**src/hw/rtl/msup_pkg.sv**
```systemverilog
package msup_pkg;

    // fixed channel count and field widths
    localparam int MSUP_CHANNELS = 3;
    localparam int ID_W          = 11;
    localparam int CNT_W         = 8;
    localparam int CH_W          = 2;
    localparam int CFG_IDX_W     = 3;
    localparam int CFG_DATA_W    = ID_W;

    // register reset values
    localparam logic [ID_W-1:0]  ID_RESET     [MSUP_CHANNELS] = '{11'd1184, 11'd928, 11'd1568};
    localparam logic [CNT_W-1:0] PERIOD_RESET [MSUP_CHANNELS] = '{8'd10, 8'd4, 8'd20};
    localparam logic [CNT_W-1:0] FAIL_RESET   = 8'd10;
    localparam logic [CNT_W-1:0] PASS_RESET   = 8'd5;

    // register indexes beyond the per-channel blocks
    localparam logic [CFG_IDX_W-1:0] REG_FAIL_THR = CFG_IDX_W'(2 * MSUP_CHANNELS);
    localparam logic [CFG_IDX_W-1:0] REG_PASS_THR = CFG_IDX_W'(2 * MSUP_CHANNELS + 1);

    localparam logic [CNT_W-1:0] CNT_MAX = '1;

    typedef enum logic [1:0] {
        MODE_TICK  = 2'd0,
        MODE_FRAME = 2'd1,
        MODE_CHECK = 2'd2
    } t_mode;

    typedef enum logic [1:0] {
        REP_NONE = 2'd0,
        REP_FAIL = 2'd1,
        REP_PASS = 2'd2
    } t_report;

    // one accepted input beat as seen by every channel
    typedef struct packed {
        logic            accept;
        logic [1:0]      mode;
        logic [ID_W-1:0] frame_id;
        logic            acc_idle;
        logic            bus_off;
    } t_beat;

endpackage

```
**src/hw/rtl/msup_cfg.sv**
```systemverilog
module msup_cfg
    import msup_pkg::*;
#(
    parameter int CHANNELS = MSUP_CHANNELS
) (
    input  logic                  i_clk,
    input  logic                  i_rst_n,
    input  logic                  i_cfg_we,
    input  logic [CFG_IDX_W-1:0]  i_cfg_idx,
    input  logic [CFG_DATA_W-1:0] i_cfg_data,
    output logic [ID_W-1:0]       o_id     [CHANNELS],
    output logic [CNT_W-1:0]      o_period [CHANNELS],
    output logic [CNT_W-1:0]      o_fail_thr,
    output logic [CNT_W-1:0]      o_pass_thr
);

    logic [ID_W-1:0]  r_id     [CHANNELS];
    logic [CNT_W-1:0] r_period [CHANNELS];
    logic [CNT_W-1:0] r_fail_thr;
    logic [CNT_W-1:0] r_pass_thr;

    // per-channel identifier and period registers
    always_ff @(posedge i_clk) begin
        for (int i = 0; i < CHANNELS; i++) begin
            if (!i_rst_n) begin
                r_id[i]     <= ID_RESET[i];
                r_period[i] <= PERIOD_RESET[i];
            end else if (i_cfg_we) begin
                if (i_cfg_idx == CFG_IDX_W'(i))
                    r_id[i] <= i_cfg_data[ID_W-1:0];
                if (i_cfg_idx == CFG_IDX_W'(CHANNELS + i))
                    r_period[i] <= i_cfg_data[CNT_W-1:0];
            end
        end
    end

    // debounce thresholds
    always_ff @(posedge i_clk) begin
        if (!i_rst_n) begin
            r_fail_thr <= FAIL_RESET;
            r_pass_thr <= PASS_RESET;
        end else if (i_cfg_we) begin
            if (i_cfg_idx == REG_FAIL_THR)
                r_fail_thr <= i_cfg_data[CNT_W-1:0];
            if (i_cfg_idx == REG_PASS_THR)
                r_pass_thr <= i_cfg_data[CNT_W-1:0];
        end
    end

    assign o_id       = r_id;
    assign o_period   = r_period;
    assign o_fail_thr = r_fail_thr;
    assign o_pass_thr = r_pass_thr;

endmodule

```
**src/hw/rtl/msup_chan.sv**
```systemverilog
module msup_chan
    import msup_pkg::*;
(
    input  logic             i_clk,
    input  logic             i_rst_n,
    input  t_beat            i_beat,
    input  logic [ID_W-1:0]  i_id,
    input  logic [CNT_W-1:0] i_period,
    input  logic [CNT_W-1:0] i_fail_thr,
    input  logic [CNT_W-1:0] i_pass_thr,
    output t_report          o_report
);

    logic [CNT_W-1:0] r_timer, n_timer;
    logic             r_lost,  n_lost;
    logic [CNT_W-1:0] r_miss,  n_miss;
    logic [CNT_W-1:0] r_seen,  n_seen;
    logic [CNT_W-1:0] miss_base;
    logic [CNT_W-1:0] seen_base;
    t_report          report;

    // counters restart when the opposite one was running
    assign miss_base = (r_seen != '0) ? '0 : r_miss;
    assign seen_base = (r_miss != '0) ? '0 : r_seen;

    // next state of this channel for the accepted beat
    always_comb begin
        n_timer = r_timer;
        n_lost  = r_lost;
        n_miss  = r_miss;
        n_seen  = r_seen;
        report  = REP_NONE;
        if (i_beat.accept) begin
            case (t_mode'(i_beat.mode))
                MODE_TICK: begin
                    if (r_timer != '0)
                        n_timer = r_timer - 1'b1;
                end
                MODE_FRAME: begin
                    if (i_beat.frame_id == i_id)
                        n_lost = 1'b0;
                end
                MODE_CHECK: begin
                    if (!i_beat.acc_idle || i_beat.bus_off) begin
                        n_timer = i_period;
                        n_lost  = 1'b0;
                        n_miss  = '0;
                        n_seen  = '0;
                    end else if (r_timer == '0) begin
                        if (r_lost) begin
                            n_miss = (miss_base == CNT_MAX) ? miss_base : miss_base + 1'b1;
                            n_seen = '0;
                            if (n_miss >= i_fail_thr)
                                report = REP_FAIL;
                        end else begin
                            n_seen = (seen_base == CNT_MAX) ? seen_base : seen_base + 1'b1;
                            n_miss = '0;
                            if (n_seen >= i_pass_thr)
                                report = REP_PASS;
                        end
                        n_timer = i_period;
                        n_lost  = 1'b1;
                    end
                end
                default: begin
                end
            endcase
        end
    end

    // channel state
    always_ff @(posedge i_clk) begin
        if (!i_rst_n) begin
            r_timer <= '0;
            r_lost  <= 1'b0;
            r_miss  <= '0;
            r_seen  <= '0;
        end else begin
            r_timer <= n_timer;
            r_lost  <= n_lost;
            r_miss  <= n_miss;
            r_seen  <= n_seen;
        end
    end

    assign o_report = report;

endmodule

```
**src/hw/rtl/msup_rpt.sv**
```systemverilog
module msup_rpt
    import msup_pkg::*;
#(
    parameter int CHANNELS = MSUP_CHANNELS
) (
    input  logic            i_clk,
    input  logic            i_rst_n,
    input  logic            i_load,
    input  t_report         i_report [CHANNELS],
    output logic            o_free,
    output logic            o_valid,
    input  logic            i_stall,
    output logic [CH_W-1:0] o_channel,
    output logic [1:0]      o_report,
    output logic            o_last
);

    localparam logic [CH_W-1:0] LAST_CH = CH_W'(CHANNELS - 1);

    t_report         r_rep [CHANNELS];
    logic            r_valid;
    logic [CH_W-1:0] r_idx;
    logic            last;
    logic            take;

    assign last   = (r_idx == LAST_CH);
    assign take   = r_valid && !i_stall;
    // a new set of reports may be loaded once the final beat of the old one leaves
    assign o_free = !r_valid || (take && last);

    // report set and read-out position
    always_ff @(posedge i_clk) begin
        if (!i_rst_n) begin
            r_valid <= 1'b0;
            r_idx   <= '0;
        end else if (i_load) begin
            r_valid <= 1'b1;
            r_idx   <= '0;
        end else if (take) begin
            if (last)
                r_valid <= 1'b0;
            else
                r_idx <= r_idx + 1'b1;
        end
    end

    always_ff @(posedge i_clk) begin
        if (i_load)
            r_rep <= i_report;
    end

    assign o_valid   = r_valid;
    assign o_channel = r_idx;
    assign o_report  = r_rep[r_idx];
    assign o_last    = last;

endmodule

```
**src/hw/rtl/message_loss_supervisor.sv**
```systemverilog
// Message loss supervisor for three periodic receive identifiers. Each input
// beat is a timer tick, a frame arrival or a check pass. Channel state
// updates at the accepting edge, so ticks and frames flow at one beat per
// cycle and produce no output. A check pass produces three report beats, one
// per channel in channel order with o_last on the final one; they leave from
// a report buffer at one per cycle while i_stall is low. A check pass is held
// off only while the previous check's reports are still queued, so
// back-to-back checks are paced by the single output port. Configuration
// writes are taken at any time through the write port.
module message_loss_supervisor
    import msup_pkg::*;
#(
    parameter int CHANNELS = MSUP_CHANNELS
) (
    input  logic                  i_clk,
    input  logic                  i_rst_n,
    // configuration
    input  logic                  i_cfg_we,
    input  logic [CFG_IDX_W-1:0]  i_cfg_idx,
    input  logic [CFG_DATA_W-1:0] i_cfg_data,
    // input channel
    input  logic                  i_valid,
    output logic                  o_stall,
    input  logic [1:0]            i_mode,
    input  logic [ID_W-1:0]       i_frame_id,
    input  logic                  i_acc_idle,
    input  logic                  i_bus_off,
    // output channel
    output logic                  o_valid,
    input  logic                  i_stall,
    output logic [CH_W-1:0]       o_channel,
    output logic [1:0]            o_report,
    output logic                  o_last
);

    logic [ID_W-1:0]  cfg_id     [CHANNELS];
    logic [CNT_W-1:0] cfg_period [CHANNELS];
    logic [CNT_W-1:0] cfg_fail_thr;
    logic [CNT_W-1:0] cfg_pass_thr;
    t_report          chan_rep   [CHANNELS];
    t_beat            beat;
    logic             rpt_free;
    logic             is_check;

    // configuration registers
    msup_cfg #(
        .CHANNELS (CHANNELS)
    ) u_cfg (
        .i_clk      (i_clk),
        .i_rst_n    (i_rst_n),
        .i_cfg_we   (i_cfg_we),
        .i_cfg_idx  (i_cfg_idx),
        .i_cfg_data (i_cfg_data),
        .o_id       (cfg_id),
        .o_period   (cfg_period),
        .o_fail_thr (cfg_fail_thr),
        .o_pass_thr (cfg_pass_thr)
    );

    // input handshake
    assign is_check = (t_mode'(i_mode) == MODE_CHECK);
    assign o_stall  = is_check && !rpt_free;

    assign beat.accept   = i_valid && !o_stall;
    assign beat.mode     = i_mode;
    assign beat.frame_id = i_frame_id;
    assign beat.acc_idle = i_acc_idle;
    assign beat.bus_off  = i_bus_off;

    // one supervisor per channel, all updated side by side
    for (genvar g = 0; g < CHANNELS; g++) begin : g_chan
        msup_chan u_chan (
            .i_clk      (i_clk),
            .i_rst_n    (i_rst_n),
            .i_beat     (beat),
            .i_id       (cfg_id[g]),
            .i_period   (cfg_period[g]),
            .i_fail_thr (cfg_fail_thr),
            .i_pass_thr (cfg_pass_thr),
            .o_report   (chan_rep[g])
        );
    end

    // report buffer and output beats
    msup_rpt #(
        .CHANNELS (CHANNELS)
    ) u_rpt (
        .i_clk     (i_clk),
        .i_rst_n   (i_rst_n),
        .i_load    (beat.accept && is_check),
        .i_report  (chan_rep),
        .o_free    (rpt_free),
        .o_valid   (o_valid),
        .i_stall   (i_stall),
        .o_channel (o_channel),
        .o_report  (o_report),
        .o_last    (o_last)
    );

endmodule
```
**config.mk**
```make
export PLATFORM = sky130hd
export DESIGN_NAME = message_loss_supervisor
export DESIGN_NICKNAME = d
export VERILOG_FILES = /design/src/hw/rtl/msup_pkg.sv /design/src/hw/rtl/msup_cfg.sv /design/src/hw/rtl/msup_chan.sv /design/src/hw/rtl/msup_rpt.sv /design/src/hw/rtl/message_loss_supervisor.sv
export SDC_FILE = /design/constraint.sdc
export NUM_CORES = 1
export LEC_CHECK = 0
export BUFFER_PORTS_ARGS = -buffer_cell sky130_fd_sc_hd__buf_4
export CAP_MARGIN = 10
export CORE_ASPECT_RATIO = 1.5
export CORE_MARGIN = 3
export CORE_UTILIZATION = 40
export DETAILED_ROUTE_END_ITERATION = 7
export HOLD_SLACK_MARGIN = 0.15
export SKIP_CTS_REPAIR_TIMING = 1
export SYNTH_ARGS = -nofsm -noshare
export SYNTH_HDL_FRONTEND = slang
export SYNTH_SLANG_ARGS = --single-unit
```
**constraint.sdc**
```tcl
create_clock -name i_clk -period 5.2 [get_ports i_clk]
set_input_delay 0.26 -clock i_clk [delete_from_list [all_inputs] [get_ports i_clk]]
set_output_delay 0.26 -clock i_clk [all_outputs]
set_load 0.05 [all_outputs]
```
* Word level (Yosys, flattened, before mapping)
Index checks and enable logic that the tools add are counted.
W data, S select, Z words.
** Word-level totals
- Word-level logic and storage cells :: 203
- Input bits :: 34
- Register bits :: 157
- Output and inout port bits :: 7
** Cells by class
- Multiplexer cells :: 69
- Bitwise gates (word level) :: 8
- Equal/unequal tests :: 28
- Add/sub/neg operators :: 10
- $lt $le $gt $ge :: 7
- Reduce and logical (&&, ||, !) cells :: 56
** Operators with widths (count)
- $mux W8 :: 39
- $reduce_bool A8 Y1 :: 9
- $add A8 B1 Y8 const B :: 6
- $eq A8 B8 Y1 const B :: 6
- $ge A8 B8 Y1 :: 6
- $pmux W8 S2 :: 3
- $eq A11 B11 Y1 :: 3
- $logic_not A8 Y1 :: 3
- $reduce_and A4 Y1 :: 6
- $sub A8 B1 Y8 const B :: 3
- $reduce_and A2 Y1 :: 10
- $mux W2 :: 8
- $mux W1 :: 15
- $reduce_bool A2 Y1 :: 7
- $eq A3 B3 Y1 const B :: 4
- $ne A2 B1 Y1 const B :: 6
- $reduce_or A4 Y1 :: 3
- $ne A3 B1 Y1 const B :: 3
- $reduce_and A3 Y1 :: 3
- $not A1 Y1 :: 7
- $eq A3 B2 Y1 const B :: 2
- $pmux W1 S2 :: 3
- $logic_and A1 B1 Y1 :: 5
- $logic_not A1 Y1 :: 5
- other kinds (11) :: 13

* Logic depth before layout (Yosys ltp)
- Depth after elaboration :: 11
- Depth in mapped cells :: 17

* By module
From an unflattened synthesis, not the netlist that was laid out.
** Unflattened totals
- Cells, all modules :: 1258
- Area, all modules :: 10401.2 µm²
** By module, submodules not included
- msup_cfg :: sequential area each 1461.4 µm², times used 1, area an instance 2839.0 µm², cells an instance 273
- msup_chan at g_chan[1].u_chan :: sequential area each 500.5 µm², times used 1, area an instance 2429.8 µm², cells an instance 321
- msup_chan at g_chan[0].u_chan :: sequential area each 500.5 µm², times used 1, area an instance 2358.5 µm², cells an instance 308
- msup_chan at g_chan[2].u_chan :: sequential area each 500.5 µm², times used 1, area an instance 2351.0 µm², cells an instance 323
- msup_rpt :: sequential area each 240.2 µm², times used 1, area an instance 392.9 µm², cells an instance 30
- message_loss_supervisor :: sequential area each 0.0 µm², times used 1, area an instance 30.0 µm², cells an instance 3

* Worst setup path before layout
OpenSTA, ideal clock, no wires.
- Path type :: reg-to-reg
- Start point :: reg g_chan[2].u_chan.r_seen[3]
- End point :: reg u_rpt.r_rep[0] (netlist bit) (data pin)
- Cell stages (with the launch flop) :: 16
- Arrival :: 3.226 ns
- Required time :: 4.935 ns
- Slack :: 1.709 ns
- Setup time :: 0.265 ns
- Clock period less this slack :: 3.491 ns
- Cell sequence :: dfxtp_1 -> clkbuf_1 -> nor4_1 -> nand2_1 -> nor2_1 -> ha_1 -> nand2_1 -> nor3_1 -> and2_1 -> mux2_2 -> ha_1 -> a21o_1 -> a211oi_1 -> o21ai_0 -> a21oi_1 -> nor3_1
** Between the ends
- Longest elaborated chain between the ends :: 7
- Elaborated cells on any way between the ends :: 8
- Classes of those cells :: 1 x add/sub; 1 x order compare; 1 x eq/ne; 4 x mux; 1 x reduce/logical
** Ends and longest elaborated chain
- start: declaration :: line msup_chan.sv:17 : logic [CNT_W-1:0] r_seen, n_seen;
- start signal: assignment :: line msup_chan.sv:82 : r_seen <= n_seen;
- $reduce_bool A8 Y1 * :: line msup_chan.sv:23 : assign miss_base = (r_seen != '0) ? '0 : r_miss;
- $mux W8 * :: line msup_chan.sv:23
- $add A8 B1 Y8 / $eq A8 B8 Y1 (equally long branches) :: line msup_chan.sv:51 : n_miss = (miss_base == CNT_MAX) ? miss_base : miss_base + 1'b1;
- $mux W8 * :: line msup_chan.sv:51
- $ge A8 B8 Y1 * :: line msup_chan.sv:53 : if (n_miss >= i_fail_thr)
- $mux W1 * :: line msup_chan.sv:53
- $mux W2 * :: line msup_chan.sv:50 : if (r_lost) begin
- end signal: assignment :: line msup_rpt.sv:49 : r_rep <= i_report;
- end: declaration :: line msup_rpt.sv:20 : t_report r_rep [CHANNELS];
Every way passes the cells marked *; elsewhere a longest branch is shown, timed or not.
A chain may end at the register's enable or synchronous reset.

* Worst setup path in the final report
- Start point :: reg g_chan[0].u_chan.r_miss[3]
- End point :: reg u_rpt.r_rep[5] (netlist bit) (data pin)
** Between the ends
- Longest elaborated chain between the ends :: 7
- Elaborated cells on any way between the ends :: 8
- Classes of those cells :: 1 x add/sub; 1 x order compare; 1 x eq/ne; 4 x mux; 1 x reduce/logical
** Ends and longest elaborated chain
- start: declaration :: line msup_chan.sv:16 : logic [CNT_W-1:0] r_miss, n_miss;
- start signal: assignment :: line msup_chan.sv:81 : r_miss <= n_miss;
- $reduce_bool A8 Y1 * :: line msup_chan.sv:24 : assign seen_base = (r_miss != '0) ? '0 : r_seen;
- $mux W8 * :: line msup_chan.sv:24
- $add A8 B1 Y8 / $eq A8 B8 Y1 (equally long branches) :: line msup_chan.sv:56 : n_seen = (seen_base == CNT_MAX) ? seen_base : seen_base + 1'b1;
- $mux W8 * :: line msup_chan.sv:56
- $ge A8 B8 Y1 * :: line msup_chan.sv:58 : if (n_seen >= i_pass_thr)
- $mux W2 * :: line msup_chan.sv:58
- $mux W2 * :: line msup_chan.sv:50
Marked as above.

==> results.toml <==
[final_layout]
drive_gt1_share_pct = 9.13
seq_area_um2 = 3200
multi_input_area_um2 = 6180
fillCellCount = 2482
nets = 1387
n_antenna_cell = 0
postLayoutCellArea_um2 = 10900
area_growth_pct = 12.1

[synth]
syn_inst = 1274
synth_simple_gate_area_share_pct = 29.2
synth_fp_nets = 1371
syn_avg_cell_area_um2 = 7.66
muxShareOfSynthArea_pct = 0.987
yosys_most_used_dff = "dfxtp_1"
ys_seq_area_share_pct = 32.8
yosysWarnings = 0
ys_ff_latch = 157
synthArstFlopShare_pct = 0
synth_top_family_by_area = "simple AND/OR/NAND/NOR gates"
synth_area_um2 = 9760
synth_cell_type_count = 79
synth_edf_count = 6
synth_compound_area_share_pct = 20.0
synthAdderAreaFrac_pct = 8.08
synth_xor_area_share_pct = 5.03

[critical_path]
r2r_end = "u_rpt.r_rep[5]$_SDFFCE_PP0P_"
cp_data_arrival_time_ns = 4.16
worstPathRequired_ns = 5.39
path_class = "reg -> reg"
critPathCapture = "u_rpt.r_rep[5]$_SDFFCE_PP0P_"
r2r-start = "g_chan[0].u_chan.r_miss[3]$_SDFFE_PN0P_"
r2r_setup_slack_ns = 1.23
r2r_cells = 15
crit_start = "g_chan[0].u_chan.r_miss[3]$_SDFFE_PN0P_"
end_kind = "register"
start_kind = "register"
worstPathMaxFanout = 8

[power]
p_switching_mw = 0.828
clockPowerShare_pct = 43.7
sw_frac_of_total_pct = 27.3
pwr_density_cell_nw_per_um2 = 277
p_int_mw = 2.20
leakagePower_nw = 4.20
p_seq_share_pct = 42.3
combPwrFrac_pct = 14.1
ir_drop_mv = 0.224

[routing]
avgViaCountPerCell = 5.62
drt_iter0_markers = 597
wire_per_inst_um = 17.2
drc = 0
ant_nets = 0
drt_pass1_iterations = 5
wl_mm = 27.9
vias = 9123

[floorplanning]
core-area_um2 = 23800
num_rows = 69
die_y_um = 197
die_x_um = 134
dieArea_um2 = 26300
start_util_pct = 41.0
io_pins = 41

[sta]
hold_viol_final = 0
slew_viol_final = 0
maxSlewHeadroom_pct = 25.4
setup_tns_ns = 0
fmax_mhz = 252
min_period_ns = 3.97
setup_ws_ns = 1.23
clock-skew-final_ns = 0.0117
fin_crit_sh_pct = 76.4
grt_setup_unrepaired = "false"
max_slew.worst_pin.slew_ns = 1.11
setup_viol = 0

[cts]
cts_tree = "done"
max-clock-path-buffers = 2
clk_pin_slew_ns = 0.07
insertion_delay_ns = 0.43
cts_root_buf = "clkbuf_16"
clock-sinks = 157
htreeDepth = 4
cts_buffers = 17

[global_route]
grt_pass1_vias = 8735
antenna_found_initial = 0
grt_max_degree = 67
grt_util_all_layers_pct = 21.4
grt_pass1_wl_mm = 45.3
grt_remaining_overflow = 0

[flow_run]
cap_violations = 0

[place]
pre_cts_slack_ns = 1.36
placed_cell_area_um2 = 10300
io_buffers = 40
place.gp.congestion = 0.891
post-dp-hpwl_mm = 20.6

[status]
status = "complete, no violations"

[hold_path]
hold_class = "in -> reg"
hold_depth = 3
[flip-flops by register name (all words and copies together) (netlist names)]
| signal | cells |
|---|---|
| u_cfg.o_id | 33 |
| g_chan.u_chan.r_lost | 3 |
| g_chan.u_chan.r_miss | 24 |
| u_cfg.o_fail_thr | 8 |
| u_rpt.r_rep | 6 |
| u_rpt.o_channel | 2 |
| g_chan.u_chan.r_seen | 24 |
| g_chan.u_chan.r_timer | 24 |
| u_cfg.o_pass_thr | 8 |
| u_cfg.o_period | 24 |
| u_rpt.o_valid | 1 |
[area by class of cell]
class | count | share of cell area, %
Multi-Input combinational cell | 1029 | 56.5
Clock buffer | 24 | 4.81
Inverter | 33 | 1.13
Sequential cell | 157 | 29.3
Timing Repair Buffer | 52 | 3.68
Clock inverter | 8 | 0.892
Tap cell | 319 | 3.65
[logic make-up (layout without fill, tap and decap cells)]
logic type,after synthesis,count (layout)
flip-flops,157,157
buffers and inverters,88,117
multiplexers,9,9
XOR/XNOR,56,56
adder cells (fa/ha/maj),63,63
AO/OA/AOI/OAI,325,325
AND/OR/NAND/NOR,576,576
[power by group through the flow]
stage	registers (mW)	logic, mW	clock network [mW]
after floorplan	1.30	0.306	0
after global placement	1.31	0.421	0
after detailed placement	1.31	0.423	0
after CTS	1.28	0.425	1.35
after global routing	1.29	0.475	1.39
final	1.28	0.426	1.32
[layout by cell type (no fill, tap or decap), types with 5 or more instances in the layout]
| cell type | netlist | routed |
|---|---|---|
| buf_4 | 2 | 47 |
| nor2b_1 | 12 | 12 |
| a21oi_1 | 146 | 146 |
| or4_1 | 5 | 5 |
| mux2_2 | 5 | 5 |
| and2_1 | 12 | 12 |
| o2111ai_1 | 8 | 8 |
| a22oi_1 | 6 | 6 |
| o21ai_0 | 65 | 65 |
| o31ai_1 | 10 | 10 |
| xnor2_1 | 46 | 46 |
| o21ai_1 | 7 | 7 |
| nor4_1 | 15 | 15 |
| nand2b_1 | 13 | 13 |
| and4_1 | 5 | 5 |
| dlygate4sd3_1 | 0 | 5 |
| xor2_1 | 10 | 10 |
| nand3_1 | 57 | 57 |
| nand2_1 | 227 | 227 |
| nor4_2 | 5 | 5 |
| o211ai_1 | 9 | 9 |
| nand3b_1 | 10 | 10 |
| ha_1 | 63 | 62 |
| clkbuf_16 | 0 | 20 |
| edfxtp_1 | 6 | 6 |
| dfxtp_1 | 151 | 151 |
| nand4_1 | 18 | 18 |
| o21a_1 | 7 | 7 |
| nor2_1 | 115 | 115 |
| a211oi_1 | 9 | 9 |
| nor3_1 | 26 | 26 |
| a31oi_1 | 11 | 11 |
| a21o_1 | 13 | 13 |
| inv_1 | 31 | 31 |
| and3_1 | 20 | 20 |
[worst max-delay path, cell delays in order, from the launching register on]
cell and delay, ns:
dfxtp_1 0.38, nor4_1 0.54, nand2_1 0.35, nor2_1 0.18, ha_1 0.28, nand3_1 0.15
nor2_1 0.37, nand2_1 0.18, xnor2_1 0.20, ha_1 0.25, nand2b_1 0.14, a21o_1 0.17
a211oi_1 0.22, o21ai_0 0.12, a21oi_1 0.15, nor2b_1 0.05
[cell usage after synthesis (10+ instances only)]
master	instances	area (um^2)
ha_1	63	788
xor2_1	10	87.6
a21o_1	13	97.6
and2_1	12	75.1
nor2b_1	12	75.1
nand2b_1	13	81.3
clkbuf_1	28	105
nor3_1	26	130
nor4_1	15	93.8
dfxtp_1	151	3020
buf_2	10	50.1
xnor2_1	46	403
nand4_1	18	113
inv_1	31	116
a31oi_1	11	68.8
a21oi_1	146	731
nor2_1	115	432
nand3b_1	10	75.1
and3_1	20	125
o21ai_0	65	325
nand3_1	57	285
nand2_1	227	852
o31ai_1	10	75.1
[metal layers]
metal	share of wire (%)	wire [um]	vias to the layer above	global-route usage [%]
met3	3.5	983	64	2.96
met1	41	11500	4266	24.8
met5	0	0	-	0
met2	51	14300	204	38.9
met4	4.0	1120	0	9.65
li1	-	-	4589	-
[through the flow]
stage	total power [mW]	util [%]	cells	hold slack, ns
finish	3.03	45.9	1622	0.146
global route	3.15	45.9	1622	0.151
CTS	3.06	45.7	1617	0.0465
detailed placement	1.73	43.1	1585	0.447
global placement	1.73	43.1	1585	0.442
floorplan	1.60	-	1274	0.384
[worst min path at each step]
stage | start | to | slack, ns
detailed placement | u_cfg.o_period[23]$_SDFFE_PN0P_ | u_cfg.o_period[23]$_SDFFE_PN0P_ | 0.45
finish | i_cfg_data[5] | u_cfg.o_period[21]$_SDFFE_PN0P_ | 0.15
CTS | i_cfg_data[10] | u_cfg.o_id[10]$_SDFFE_PN1P_ | 0.05
global placement | u_cfg.o_fail_thr[6]$_SDFFE_PN0P_ | u_cfg.o_fail_thr[6]$_SDFFE_PN0P_ | 0.44
floorplan | i_cfg_data[10] | u_cfg.o_id[10]$_SDFFE_PN1P_ | 0.38
global route | i_cfg_data[0] | u_cfg.o_id[11]$_SDFFE_PN0P_ | 0.15
(Power assumes the default switching activity.)
